<file path="config.mk">
export PLATFORM = sky130hd
export DESIGN_NAME = priority_scheduler_with_aging
export DESIGN_NICKNAME = d
export VERILOG_FILES = /design/src/rtl/core/psa_pkg.sv /design/src/rtl/core/psa_slot_mem.sv /design/src/rtl/core/psa_alu.sv /design/src/rtl/core/psa_seq.sv /design/src/rtl/core/priority_scheduler_with_aging.sv
export SDC_FILE = /design/constraint.sdc
export NUM_CORES = 2
export LEC_CHECK = 0
export ABC_AREA = 0
export BUFFER_PORTS_ARGS = -buffer_cell sky130_fd_sc_hd__buf_2
export CAP_MARGIN = 30
export CORE_MARGIN = 3
export CORE_UTILIZATION = 30
export CTS_BUF_LIST = sky130_fd_sc_hd__clkbuf_4 sky130_fd_sc_hd__clkbuf_8 sky130_fd_sc_hd__clkbuf_16
export DETAILED_ROUTE_END_ITERATION = 10
export PLACE_DENSITY = 0.55
export SETUP_SLACK_MARGIN = 0.5
export SKIP_LAST_GASP = 1
export SYNTH_ARGS = -nofsm -noshare
export SYNTH_HDL_FRONTEND = slang
export SYNTH_HIERARCHICAL = 1
export SYNTH_SLANG_ARGS = --single-unit
</file>
<file path="constraint.sdc">
create_clock -name i_clk -period 6.7 [get_ports i_clk]
set_input_delay 0.67 -clock i_clk [delete_from_list [all_inputs] [get_ports i_clk]]
set_output_delay 0.67 -clock i_clk [all_outputs]
set_load 0.02 [all_outputs]
</file>
<file path="src/rtl/core/psa_pkg.sv">
// Shared types and constants of the priority scheduler with aging.
// Holds the command and result words, the slot record and the aging settings.
// No dependencies.
`timescale 1ns / 1ps
`default_nettype none

package psa_pkg;

    localparam logic       OP_ADD  = 1'b0;
    localparam logic       OP_TICK = 1'b1;

    localparam logic [2:0] ST_ADDED     = 3'd0;
    localparam logic [2:0] ST_FULL      = 3'd1;
    localparam logic [2:0] ST_ZERO      = 3'd2;
    localparam logic [2:0] ST_RAN       = 3'd3;
    localparam logic [2:0] ST_IDLE      = 3'd4;

    localparam logic [15:0] THRESHOLD_RST = 16'd10;
    localparam logic [7:0]  FLOOR_RST     = 8'd1;
    localparam logic [15:0] WAIT_MAX      = 16'hFFFF;
    localparam logic [4:0]  AGED_MAX      = 5'd31;

    typedef struct packed {
        logic        opcode;
        logic [7:0]  task_priority;
        logic [15:0] task_burst;
    } t_in_word;

    typedef struct packed {
        logic [2:0]  status;
        logic [15:0] task_id;
        logic        finished;
        logic [15:0] remaining_burst;
        logic [4:0]  aged_count;
    } t_out_word;

    typedef struct packed {
        logic [7:0]  prio;
        logic [15:0] wait_cnt;
        logic [15:0] remaining;
        logic [15:0] id;
    } t_slot_rec;

    typedef struct packed {
        logic [15:0] aging_threshold;
        logic [7:0]  priority_floor;
    } t_age_cfg;

endpackage

`default_nettype wire

</file>
<file path="src/rtl/core/psa_slot_mem.sv">
// Slot record memory: one write port, one read port with registered data.
// No dependencies.
`timescale 1ns / 1ps
`default_nettype none

module psa_slot_mem #(
    parameter int DEPTH  = 16,
    parameter int DATA_W = 60
) (
    input  wire logic                     i_clk,
    input  wire logic                     i_we,
    input  wire logic [$clog2(DEPTH)-1:0] i_waddr,
    input  wire logic [DATA_W-1:0]        i_wdata,
    input  wire logic [$clog2(DEPTH)-1:0] i_raddr,
    output logic      [DATA_W-1:0]        o_rdata
);

    logic [DATA_W-1:0] r_mem [DEPTH];

    always_ff @(posedge i_clk) begin
        if (i_we) begin
            r_mem[i_waddr] <= i_wdata;
        end
    end

    always_ff @(posedge i_clk) begin
        o_rdata <= r_mem[i_raddr];
    end

endmodule

`default_nettype wire

</file>
<file path="src/rtl/core/psa_alu.sv">
// Shared compare and aging unit, applied to one slot record per cycle.
// Depends on psa_pkg.
`timescale 1ns / 1ps
`default_nettype none

module psa_alu #(
    parameter int RANK_W = 4
) (
    input  wire psa_pkg::t_age_cfg  i_cfg,
    input  wire psa_pkg::t_slot_rec i_cur,
    input  wire logic [RANK_W-1:0]  i_cur_rank,
    input  wire psa_pkg::t_slot_rec i_best,
    input  wire logic [RANK_W-1:0]  i_best_rank,
    input  wire logic               i_drop,
    input  wire logic [RANK_W-1:0]  i_gone_rank,
    output logic                    o_better,
    output psa_pkg::t_slot_rec      o_next,
    output logic [RANK_W-1:0]       o_next_rank,
    output logic                    o_aged
);

    logic [15:0] w_wait_inc;

    always_comb begin
        priority if (i_cur.prio != i_best.prio) begin
            o_better = i_cur.prio < i_best.prio;
        end else if (i_cur.wait_cnt != i_best.wait_cnt) begin
            o_better = i_cur.wait_cnt > i_best.wait_cnt;
        end else begin
            o_better = i_cur_rank < i_best_rank;
        end
    end

    assign w_wait_inc = (i_cur.wait_cnt != psa_pkg::WAIT_MAX) ? i_cur.wait_cnt + 16'd1
                                                              : i_cur.wait_cnt;
    assign o_aged = (w_wait_inc >= i_cfg.aging_threshold)
                 && (i_cur.prio > i_cfg.priority_floor);

    always_comb begin
        o_next          = i_cur;
        o_next.wait_cnt = o_aged ? 16'd0 : w_wait_inc;
        o_next.prio     = o_aged ? i_cur.prio - 8'd1 : i_cur.prio;
        o_next_rank     = (i_drop && (i_cur_rank > i_gone_rank))
                        ? i_cur_rank - RANK_W'(1) : i_cur_rank;
    end

endmodule

`default_nettype wire

</file>
<file path="src/rtl/core/psa_seq.sv">
// Sequencer of the scheduler: walks the slot memory one slot per cycle
// for free-slot search, selection, the run step and aging.
// Depends on psa_pkg, psa_slot_mem and psa_alu.
`timescale 1ns / 1ps
`default_nettype none

module psa_seq #(
    parameter int TASK_SLOTS = 16
) (
    input  wire logic              i_clk,
    input  wire logic              i_rst_n,
    input  wire psa_pkg::t_age_cfg i_cfg,
    input  wire logic              i_start,
    input  wire psa_pkg::t_in_word i_cmd,
    output logic                   o_busy,
    output logic                   o_valid,
    output psa_pkg::t_out_word     o_result
);

    localparam int SW    = $clog2(TASK_SLOTS);
    localparam int CW    = $clog2(TASK_SLOTS + 1);
    localparam int REC_W = $bits(psa_pkg::t_slot_rec) + SW;
    localparam logic [SW-1:0] LAST = SW'(TASK_SLOTS - 1);
    localparam logic [CW-1:0] FULL = CW'(TASK_SLOTS);

    localparam logic [2:0] S_IDLE   = 3'd0;
    localparam logic [2:0] S_FIND   = 3'd1;
    localparam logic [2:0] S_SEL    = 3'd2;
    localparam logic [2:0] S_PICK   = 3'd3;
    localparam logic [2:0] S_RUN_RD = 3'd4;
    localparam logic [2:0] S_RUN    = 3'd5;
    localparam logic [2:0] S_UPD    = 3'd6;

    logic [2:0]              r_state;
    psa_pkg::t_in_word       r_cmd;
    logic [TASK_SLOTS-1:0]   r_valid;
    logic [CW-1:0]           r_count;
    logic [15:0]             r_next_id;
    logic                    r_run_v;
    logic [SW-1:0]           r_run;
    logic [SW-1:0]           r_idx;
    logic                    r_issued;
    logic [SW-1:0]           r_pidx;
    logic                    r_pv;
    psa_pkg::t_slot_rec      r_best;
    logic [SW-1:0]           r_best_rank;
    logic [SW-1:0]           r_best_idx;
    logic                    r_bv;
    logic [SW-1:0]           r_gone_rank;
    logic                    r_fin;
    logic [4:0]              r_aged;
    psa_pkg::t_out_word      r_res;
    logic                    r_ovalid;

    logic [4:0]              n_aged;
    logic                    w_we;
    logic [SW-1:0]           w_waddr;
    logic [REC_W-1:0]        w_wdata;
    logic [SW-1:0]           w_raddr;
    logic [REC_W-1:0]        w_rdata;
    psa_pkg::t_slot_rec      w_cur;
    logic [SW-1:0]           w_cur_rank;
    psa_pkg::t_slot_rec      w_new;
    psa_pkg::t_slot_rec      w_ran;
    logic [15:0]             w_rem_dec;
    logic                    w_better;
    psa_pkg::t_slot_rec      w_aged_rec;
    logic [SW-1:0]           w_aged_rank;
    logic                    w_aged;
    logic                    w_upd_slot;
    logic                    w_walk_end;

    assign w_cur      = w_rdata[REC_W-1:SW];
    assign w_cur_rank = w_rdata[SW-1:0];
    assign w_rem_dec  = w_cur.remaining - 16'd1;
    assign w_upd_slot = r_pv && r_valid[r_pidx] && (r_pidx != r_run);
    assign w_walk_end = r_pv && (r_pidx == LAST);
    assign n_aged     = (w_upd_slot && w_aged && (r_aged != psa_pkg::AGED_MAX))
                      ? r_aged + 5'd1 : r_aged;

    always_comb begin
        w_new.prio      = r_cmd.task_priority;
        w_new.wait_cnt  = 16'd0;
        w_new.remaining = r_cmd.task_burst;
        w_new.id        = r_next_id;
        w_ran           = w_cur;
        w_ran.remaining = w_rem_dec;
    end

    always_comb begin
        w_raddr = (r_state == S_RUN_RD) ? r_run : r_idx;
        w_we    = 1'b0;
        w_waddr = r_idx;
        w_wdata = {w_new, r_count[SW-1:0]};
        unique case (r_state)
            S_FIND: begin
                w_we = !r_valid[r_idx];
            end
            S_RUN: begin
                w_we    = 1'b1;
                w_waddr = r_run;
                w_wdata = {w_ran, w_cur_rank};
            end
            S_UPD: begin
                w_we    = w_upd_slot;
                w_waddr = r_pidx;
                w_wdata = {w_aged_rec, w_aged_rank};
            end
            default: begin
                w_we = 1'b0;
            end
        endcase
    end

    psa_slot_mem #(
        .DEPTH  (TASK_SLOTS),
        .DATA_W (REC_W)
    ) u_mem (
        .i_clk   (i_clk),
        .i_we    (w_we),
        .i_waddr (w_waddr),
        .i_wdata (w_wdata),
        .i_raddr (w_raddr),
        .o_rdata (w_rdata)
    );

    psa_alu #(
        .RANK_W (SW)
    ) u_alu (
        .i_cfg       (i_cfg),
        .i_cur       (w_cur),
        .i_cur_rank  (w_cur_rank),
        .i_best      (r_best),
        .i_best_rank (r_best_rank),
        .i_drop      (r_fin),
        .i_gone_rank (r_gone_rank),
        .o_better    (w_better),
        .o_next      (w_aged_rec),
        .o_next_rank (w_aged_rank),
        .o_aged      (w_aged)
    );

    always_ff @(posedge i_clk) begin
        if (!i_rst_n) begin
            r_state   <= S_IDLE;
            r_valid   <= '0;
            r_count   <= '0;
            r_next_id <= 16'd1;
            r_run_v   <= 1'b0;
            r_run     <= '0;
            r_issued  <= 1'b0;
            r_pv      <= 1'b0;
            r_bv      <= 1'b0;
            r_fin     <= 1'b0;
            r_aged    <= '0;
            r_ovalid  <= 1'b0;
        end else begin
            r_ovalid <= 1'b0;
            if (r_state == S_SEL || r_state == S_UPD) begin
                if (!r_issued) begin
                    r_pidx <= r_idx;
                    r_pv   <= 1'b1;
                    if (r_idx == LAST) begin
                        r_issued <= 1'b1;
                    end else begin
                        r_idx <= r_idx + SW'(1);
                    end
                end else begin
                    r_pv <= 1'b0;
                end
            end
            unique case (r_state)
                S_IDLE: begin
                    if (i_start) begin
                        r_cmd <= i_cmd;
                        if (i_cmd.opcode == psa_pkg::OP_ADD) begin
                            priority if (i_cmd.task_burst == 16'd0) begin
                                r_res    <= '{status: psa_pkg::ST_ZERO, default: '0};
                                r_ovalid <= 1'b1;
                            end else if (r_count == FULL) begin
                                r_res    <= '{status: psa_pkg::ST_FULL, default: '0};
                                r_ovalid <= 1'b1;
                            end else begin
                                r_idx   <= '0;
                                r_state <= S_FIND;
                            end
                        end else if (r_run_v) begin
                            r_state <= S_RUN_RD;
                        end else begin
                            r_idx    <= '0;
                            r_issued <= 1'b0;
                            r_pv     <= 1'b0;
                            r_bv     <= 1'b0;
                            r_state  <= S_SEL;
                        end
                    end
                end
                S_FIND: begin
                    if (!r_valid[r_idx]) begin
                        r_valid[r_idx] <= 1'b1;
                        r_count        <= r_count + CW'(1);
                        r_res          <= '{status: psa_pkg::ST_ADDED, task_id: r_next_id,
                                            default: '0};
                        r_next_id      <= r_next_id + 16'd1;
                        r_ovalid       <= 1'b1;
                        r_state        <= S_IDLE;
                    end else begin
                        r_idx <= r_idx + SW'(1);
                    end
                end
                S_SEL: begin
                    if (r_pv && r_valid[r_pidx] && (!r_bv || w_better)) begin
                        r_best      <= w_cur;
                        r_best_rank <= w_cur_rank;
                        r_best_idx  <= r_pidx;
                        r_bv        <= 1'b1;
                    end
                    if (w_walk_end) begin
                        r_state <= S_PICK;
                    end
                end
                S_PICK: begin
                    if (r_bv) begin
                        r_run   <= r_best_idx;
                        r_run_v <= 1'b1;
                        r_state <= S_RUN_RD;
                    end else begin
                        r_res    <= '{status: psa_pkg::ST_IDLE, default: '0};
                        r_ovalid <= 1'b1;
                        r_state  <= S_IDLE;
                    end
                end
                S_RUN_RD: begin
                    r_state <= S_RUN;
                end
                S_RUN: begin
                    r_res.status          <= psa_pkg::ST_RAN;
                    r_res.task_id         <= w_cur.id;
                    r_res.remaining_burst <= w_rem_dec;
                    r_res.finished        <= (w_rem_dec == 16'd0);
                    r_fin                 <= (w_rem_dec == 16'd0);
                    r_gone_rank           <= w_cur_rank;
                    if (w_rem_dec == 16'd0) begin
                        r_valid[r_run] <= 1'b0;
                        r_count        <= r_count - CW'(1);
                        r_run_v        <= 1'b0;
                    end
                    r_idx    <= '0;
                    r_issued <= 1'b0;
                    r_pv     <= 1'b0;
                    r_aged   <= '0;
                    r_state  <= S_UPD;
                end
                S_UPD: begin
                    r_aged <= n_aged;
                    if (w_walk_end) begin
                        r_res.aged_count <= n_aged;
                        r_ovalid         <= 1'b1;
                        r_state          <= S_IDLE;
                    end
                end
                default: begin
                    r_state <= S_IDLE;
                end
            endcase
        end
    end

    assign o_busy   = (r_state != S_IDLE);
    assign o_valid  = r_ovalid;
    assign o_result = r_res;

    a_count_matches: assert property (@(posedge i_clk) disable iff (!i_rst_n)
        r_count == CW'($countones(r_valid)))
        else $error("fill count differs from valid bits");

    a_running_valid: assert property (@(posedge i_clk) disable iff (!i_rst_n)
        r_run_v |-> r_valid[r_run])
        else $error("running task slot is empty");

    a_accept_moves: assert property (@(posedge i_clk) disable iff (!i_rst_n)
        (i_start && !o_busy) |=> (o_busy || o_valid))
        else $error("accepted word neither worked on nor answered");

    a_pick_has_slot: assert property (@(posedge i_clk) disable iff (!i_rst_n)
        (r_state == S_PICK && r_bv) |-> r_valid[r_best_idx])
        else $error("selected slot is empty");

endmodule

`default_nettype wire

</file>
<file path="src/rtl/core/priority_scheduler_with_aging.sv">
// Top level of the nonpreemptive priority scheduler with aging.
// Holds the configuration registers; depends on psa_pkg and psa_seq.
//
// Usage:
//   Command channel: i_cmd is taken at a rising edge with start high and
//   busy low. opcode add stores a task, opcode tick runs one timer tick.
//   Result channel: every command gives exactly one word on o_result,
//   marked by o_valid for a single cycle; the receiver cannot stall it.
//   Configuration: APB writes at byte 0 (aging threshold) and byte 4
//   (priority floor); pready is tied high. The user must write only while
//   busy is low; the block itself does not enforce this.
// Steps: add with zero burst or full table gives its result in the cycle
//   after accept; add scans the slots in order for a free entry. A tick
//   walks the slot memory one slot per cycle, through one read port and one
//   write port: with a running task it runs it, then ages all other slots;
//   else it selects over all slots, then runs and ages, or answers idle.
// Throughput: one command at a time; busy drops in the strobe cycle, so
//   the next command can be taken at the edge that ends it.
// Reset: slot table empty, no task running, next id 1, threshold 10,
//   floor 1. Slot records are not cleared; only valid bits are.
`timescale 1ns / 1ps
`default_nettype none

module priority_scheduler_with_aging #(
    parameter int TASK_SLOTS = 16
) (
    input  wire logic               i_clk,
    input  wire logic               i_rst_n,
    input  wire logic               start,
    output logic                    busy,
    input  wire psa_pkg::t_in_word  i_cmd,
    output logic                    o_valid,
    output psa_pkg::t_out_word      o_result,
    input  wire logic               psel,
    input  wire logic               penable,
    input  wire logic               pwrite,
    input  wire logic [2:0]         paddr,
    input  wire logic [31:0]        pwdata,
    output logic [31:0]             prdata,
    output logic                    pready
);

    localparam logic REG_THRESHOLD = 1'b0;
    localparam logic REG_FLOOR     = 1'b1;

    psa_pkg::t_age_cfg r_cfg;
    logic              w_wr;

    assign pready = 1'b1;
    assign w_wr   = psel && penable && pwrite && pready;

    always_ff @(posedge i_clk) begin
        if (!i_rst_n) begin
            r_cfg.aging_threshold <= psa_pkg::THRESHOLD_RST;
            r_cfg.priority_floor  <= psa_pkg::FLOOR_RST;
        end else if (w_wr) begin
            unique case (paddr[2])
                REG_THRESHOLD: r_cfg.aging_threshold <= pwdata[15:0];
                REG_FLOOR:     r_cfg.priority_floor  <= pwdata[7:0];
                default:       r_cfg                 <= r_cfg;
            endcase
        end
    end

    always_comb begin
        unique case (paddr[2])
            REG_THRESHOLD: prdata = {16'd0, r_cfg.aging_threshold};
            REG_FLOOR:     prdata = {24'd0, r_cfg.priority_floor};
            default:       prdata = 32'd0;
        endcase
    end

    psa_seq #(
        .TASK_SLOTS (TASK_SLOTS)
    ) u_seq (
        .i_clk    (i_clk),
        .i_rst_n  (i_rst_n),
        .i_cfg    (r_cfg),
        .i_start  (start),
        .i_cmd    (i_cmd),
        .o_busy   (busy),
        .o_valid  (o_valid),
        .o_result (o_result)
    );

endmodule

`default_nettype wire

</file>
* Yosys cells after proc, flatten, opt, wreduce, memory -nomap -nowiden
Memories as Yosys holds them, arrays and structs flattened. A register that Yosys moved wholly into a read port is not among the register bits.
Index checks and enable logic that the tools add are counted.
** Word-level totals
- Flip-flop bits (word level) :: 188
- Latch bits :: 0
- Memory bits (writable) :: 960
- Memory bits (read-only) :: 0
- Input bits :: 66
- Output and inout bits :: 76
- Word-level logic and storage cells :: 210
- Memories :: 1
** Cells by class
- Add/subtract/negate cells :: 9
- $mul :: 0
- Divide/modulo/power cells :: 0
- $lt $le $gt $ge :: 11
- Equality and inequality tests :: 28
- Shifts and indexed selects :: 0
- Mux-type cells :: 87
- Bitwise logic cells :: 6
- Reduce and logical (&&, ||, !) cells :: 40
** Memories
- u_seq.u_mem.r_mem :: words 16, width 60, read ports 1, clocked after memory_dff 1, wr ports 1, RTL line psa_slot_mem.sv:18 : logic [DATA_W-1:0] r_mem [DEPTH];
** Operators by type and width (count)
- 41-bit 2-to-1 mux :: 6
- 36-bit one-hot mux with 4 select lines :: 1
- 60-bit one-hot mux with 2 select lines :: 1
- 16-bit 2-to-1 mux :: 4
- 32-bit one-hot mux with 2 select lines :: 1
- 4-bit 2-to-1 mux :: 11
- 16-bit by 1-bit adder with 16-bit output (second input constant) :: 2
- 16-bit zero test :: 2
- 1-bit 2-to-1 mux :: 32
- 16-bit one-hot mux with 2 select lines :: 1
- 3-bit 2-to-1 mux :: 9
- 3-bit one-hot mux with 7 select lines :: 1
- 5-bit 2-to-1 mux :: 4
- 5-bit one-hot mux with 2 select lines :: 2
- 5-bit one-hot mux with 4 select lines :: 1
- 16-bit bitwise AND :: 1
- 16-bit >= comparator :: 1
- 16-bit greater-than comparator :: 1
- 16-bit != test :: 1
- 16-bit != test (second input constant) :: 1
- 16-bit inverter :: 1
- 16-bit bitwise OR :: 1
- 16-bit by 1-bit subtractor with 16-bit output (second input constant) :: 1
- 4-bit by 5-bit < comparator with 1-bit output (second input constant) :: 3
- 44 further kinds :: 92

* Longest topological paths before layout
- Depth in word-level cells :: 9
- Depth in mapped cells :: 20
- Gate-level depth less buffers :: 18

* Cells and area by module
Netlist, hierarchy kept.
** Modules (own cells, without submodules)
- psa_slot_mem :: instances 1, cells an instance 1548, area each 37101.8 µm², sequential area each 30028.8 µm²
- psa_seq :: instances 1, cells an instance 872, area each 9555.4 µm², sequential area each 5335.1 µm²
- psa_alu :: instances 1, cells an instance 332, area each 2364.8 µm², sequential area each 0.0 µm²
- priority_scheduler_with_aging :: instances 1, cells an instance 137, area each 1261.2 µm², sequential area each 480.5 µm²

* Worst setup path after synthesis
Ideal clock, no wire load.
- Path type :: reg-to-reg
- Start :: register u_seq.r_pidx[0]
- End :: memory u_seq.u_mem.r_mem[0][0], enable pin
- Library setup time :: 552 ps
- Data arrival time :: 6276 ps
- Required time :: 6148 ps
- Path slack :: -127 ps
- Stages on the path, launching flop included :: 8
- Buffers on the path :: 1
- Period minus slack after synthesis :: 6827 ps
- Cell sequence :: edfxtp_1 buf_2 mux4_2 a22oi_1 and2_1 o311ai_0 or3b_2 nor3_1
** Between the ends
- Word-level cells in the longest chain between the ends :: 7
- Elaborated cells on any way between the ends :: 9
- Those cells by class :: eq/ne: 1; mux: 6; reduce/logical: 2
** RTL lines
- start, declared :: RTL line psa_seq.sv:43 : logic [SW-1:0] r_pidx;
- start signal, assigned :: RTL line psa_seq.sv:161 : r_pidx <= r_idx;
- 1-bit binary-select mux with 4-bit select :: RTL line psa_seq.sv:76 : assign w_upd_slot = r_pv && r_valid[r_pidx] && (r_pidx != r_run);
- 1-bit 2-to-1 mux (implied by the code) :: RTL line psa_seq.sv:76
- 1-bit logical AND :: RTL line psa_seq.sv:76
- 1-bit logical AND * :: RTL line psa_seq.sv:76
- 1-bit one-hot mux with 3 select lines * :: RTL line psa_seq.sv:95 : unique case (r_state)
- net u_seq.w_we :: RTL line psa_seq.sv:56 : logic w_we;
- 1-bit 2-to-1 mux * :: RTL line psa_slot_mem.sv:21 : if (i_we) begin
- 1-bit 2-to-1 mux (implied by the code) * :: RTL line psa_slot_mem.sv:22 : r_mem[i_waddr] <= i_wdata;
- end, declared :: RTL line psa_slot_mem.sv:18
The timed path passes the listed nets; every way through them passes the cells marked *. The select of a mux whose other input is x is not followed.

* Final worst setup path
- Start :: register u_seq.u_mem.o_rdata[36] (read register of u_seq.u_mem.r_mem)
- End :: register u_seq.r_aged[3]
** Between the ends
- Word-level cells in the longest chain between the ends :: 8
- Elaborated cells on any way between the ends :: 9
- Those cells by class :: add/sub: 1; order compare: 1; eq/ne: 1; mux: 3; reduce/logical: 3
** RTL lines
- start, declared :: RTL line psa_slot_mem.sv:15 : output logic [DATA_W-1:0] o_rdata
- 16-bit by 1-bit adder with 16-bit output / 16-bit != test (equally long branches) :: RTL line psa_alu.sv:34 : assign w_wait_inc = (i_cur.wait_cnt != psa_pkg::WAIT_MAX) ? i_cur.wait_cnt + 16'd1
- 16-bit 2-to-1 mux * :: RTL line psa_alu.sv:34
- 16-bit >= comparator * :: RTL line psa_alu.sv:36 : assign o_aged = (w_wait_inc >= i_cfg.aging_threshold)
- 1-bit logical AND * :: RTL line psa_alu.sv:37 : && (i_cur.prio > i_cfg.priority_floor);
- net u_seq.w_aged :: RTL line psa_seq.sv:69 : logic w_aged;
- 1-bit logical AND * (2 in series) :: RTL line psa_seq.sv:78 : assign n_aged = (w_upd_slot && w_aged && (r_aged != psa_pkg::AGED_MAX))
- 5-bit 2-to-1 mux * :: RTL line psa_seq.sv:79 : ? r_aged + 5'd1 : r_aged;
- 5-bit one-hot mux with 2 select lines * :: RTL line psa_seq.sv:172 : unique case (r_state)
- end signal, assigned :: RTL line psa_seq.sv:255 : r_aged <= n_aged;
- end, declared :: RTL line psa_seq.sv:51 : logic [4:0] r_aged;
The timed path passes the listed nets; every way through them passes the cells marked *.
A chain may end at the register's enable or synchronous reset.

==> flow_summary.yaml <==
outcome:
  outcome: "finished, final reports clean"
route:
  routed_wl_microns: 125000
  first_pass_iters: 7
  initialDrtViolationCount: 2740
  viasPerCell: 5.00
  routedWlPerCell_microns: 23.7
  antenna_left: 0
  drc: 0
  routed-via-count: 26400
worst_setup_path:
  end_kind: "flop"
  crit_fanout: 16
  critPathLaunchType: "flop"
  worstSetupPathType: "reg2reg"
  slowest_delay_ns: 0.61
  crit_chain: "ha_1 -> and2_1 -> nand4_2 -> or3_1 -> and4_1 -> xor2_1 -> ha_1 -> nand2_1 -> nor3_2 -> o311ai_1 -> and3_4 -> nor3_4 -> buf_4 -> nor2b_1 -> o41ai_1 -> a21oi_1 -> a21oi_1 -> o21bai_1 -> o21a_1"
  slowest_stage: "or3_1"
  cp.required_ns: 7.34
  arrival_ns: 5.88
cells_and_area:
  synthToLayoutAreaGrowth_pct: 15.7
  most-common-layout-cells: "edfxtp_1 (1069), nand2_1 (248), mux4_2 (246)"
  final_layout_size_suffix_gt1_share_pct: 22.9
  nNetsFinal: 3123
  final_area_sq_um: 57100
  stdcell_count: 5277
  layout_commonest_cell: "edfxtp_1"
timing:
  period_needed_ns: 5.24
  hold_viol_final: 0
  timing.final.crit_share_pct: 78.3
  setup_ws_ns: 1.46
  finalMaxSlewViolations: 0
  finClkSkew_ns: 0.0272
  finalSetupViolCount: 0
  slew_headroom_pct: 26.1
  rsz0062_at_grt: "no"
  fmax_mhz: 191
  tightest_slew_ns: 1.11
  setup_tns_ns: 0
global_routing:
  grt_pass1_wl_microns: 183000
  met3_usage_pct: 2.42
  grtUsageTotal_pct: 14.6
  grt_max_degree: 125
  grtUsageMet2_pct: 23.3
  grt.busiest_layer: "met2"
  grt_pass1_vias: 26700
  globalRouteMet1Util_pct: 20.5
  antenna_found_initial: 11
  grt_overflow_total: 0
clock_tree:
  cts_hold_buf: 0
  worstSkewPairLatency_ns: 0.76
  cts_setup_buffers: 0
  clkTransAtPathRegs_ns: 0.06
  cts.path.max_buffers: 3
  post_cts_resized: 0
  cts_tree: "done"
  clock-root-buffer: "clkbuf_16"
  htree_levels: 4
  cts_buffers: 134
  cts_sinks: 1208
synthesis:
  syn-cell-area_sq_um: 49300
  synth_area_per_cell_sq_um: 17.3
  yosys_warnings: 6
  synthCells: 2857
power_and_ir_drop:
  max-vdd-ir-drop_uv: 201
  power_switching_mw: 4.96
  powerDensity_nw_per_um2: 334
  power.internal_mw: 14.1
  p_leak_nw: 18.3
  comb_power_share_pct: 14.0
  p_seq_share_pct: 46.5
  p_sw_share_pct: 26.0
  power_mw: 19.0
  p_clk_share_pct: 39.5
floorplanning:
  core_area_sq_um: 163000
  ios: 142
  die_w_microns: 411
  row_count: 148
  die_area_sq_um: 169000
  dieHeight_microns: 411
  initial_core_util_pct: 30.3
job:
  maxCapViolCount: 0
placement:
  gp_congestion: 0.811
  dp_hpwl_microns: 69900
  pre_cts_ws_ns: 1.53
  post-place-cells: 5024
  numPortBuffers: 106
  postPlaceCellArea_sq_um: 52400
worst_hold_path:
  hp-class: "in2reg"
[layout make-up]
cell class / count / area, sq um
diodes: 5 / 12.5
well taps: 2175 / 2720
clock buffers: 183 / 3840
flip-flops and latches: 1208 / 34900
repair buffers: 172 / 1220
inverters: 74 / 283
multi-input cells: 1396 / 13300
clock inverters: 64 / 768
fillers: 15400 / 106000
[flip-flops by register name, indices dropped and copies added (netlist names), 3 cells and up]
signal	flops
u_seq/u_mem/o_rdata	60
u_seq/r_next_id	16
u_seq/r_best_idx	4
u_seq/r_aged	5
u_seq/r_run	4
u_seq/r_pidx	4
u_seq/r_best	24
u_seq/r_valid	16
u_seq/o_result	41
u_seq/r_count	5
u_seq/r_idx	4
u_seq/r_cmd	24
u_seq/r_best_rank	4
u_seq/r_state	3
u_seq/r_gone_rank	4
r_cfg	24
u_seq/u_mem/r_mem	960
[path summary, 6_finish.rpt]
| check | endpoint | start | cells after the start | slack [ns] |
|---|---|---|---|---|
| worst min-delay path | u_seq/r_cmd[20] | i_cmd[20] | 1 | 0.10 |
| worst max register to register | u_seq/r_aged[3] | u_seq/u_mem/o_rdata[36] | 19 | 1.46 |
| worst min register to register | r_cfg[19] | r_cfg[19] | 2 | 0.47 |
| worst max-delay path | u_seq/r_aged[3] | u_seq/u_mem/o_rdata[36] | 19 | 1.46 |
[critical path, delay by kind of cell (launching register included)]
kind | cells | cell delay, ns
flops | 1 | 0.45
buf+inv | 1 | 0.26
fa+ha+maj | 2 | 0.52
xor+xnor | 1 | 0.15
compound gates | 6 | 1.43
simple gates | 9 | 2.32
[power by group through the flow]
stage               sequential, mW  combinational, mW  clock (mW)
finish                        8.85               2.66        7.53
global route                  8.89               2.90        8.00
CTS                           8.85               2.69        7.71
detailed placement            9.00               2.68           0
global placement              9.00               2.65           0
floorplan                     8.88               2.00           0
[stage by stage]
stage | util [%] | hold WS, ns
3_5_place_dp | 32.2 | 0.467
2_1_floorplan | - | 0.421
4_1_cts | 35.0 | 0.0313
3_3_place_gp | 32.1 | 0.456
6_report | 35.0 | 0.102
5_1_grt | 35.0 | 0.0622
[metal layers]
metal / wire length [microns] / share of wire, %
met4: 2830 / 2.3
met5: 17 / 0.014
met3: 7320 / 5.9
met2: 59400 / 48
met1: 55400 / 44
Power figures use the tool's default switching activity.
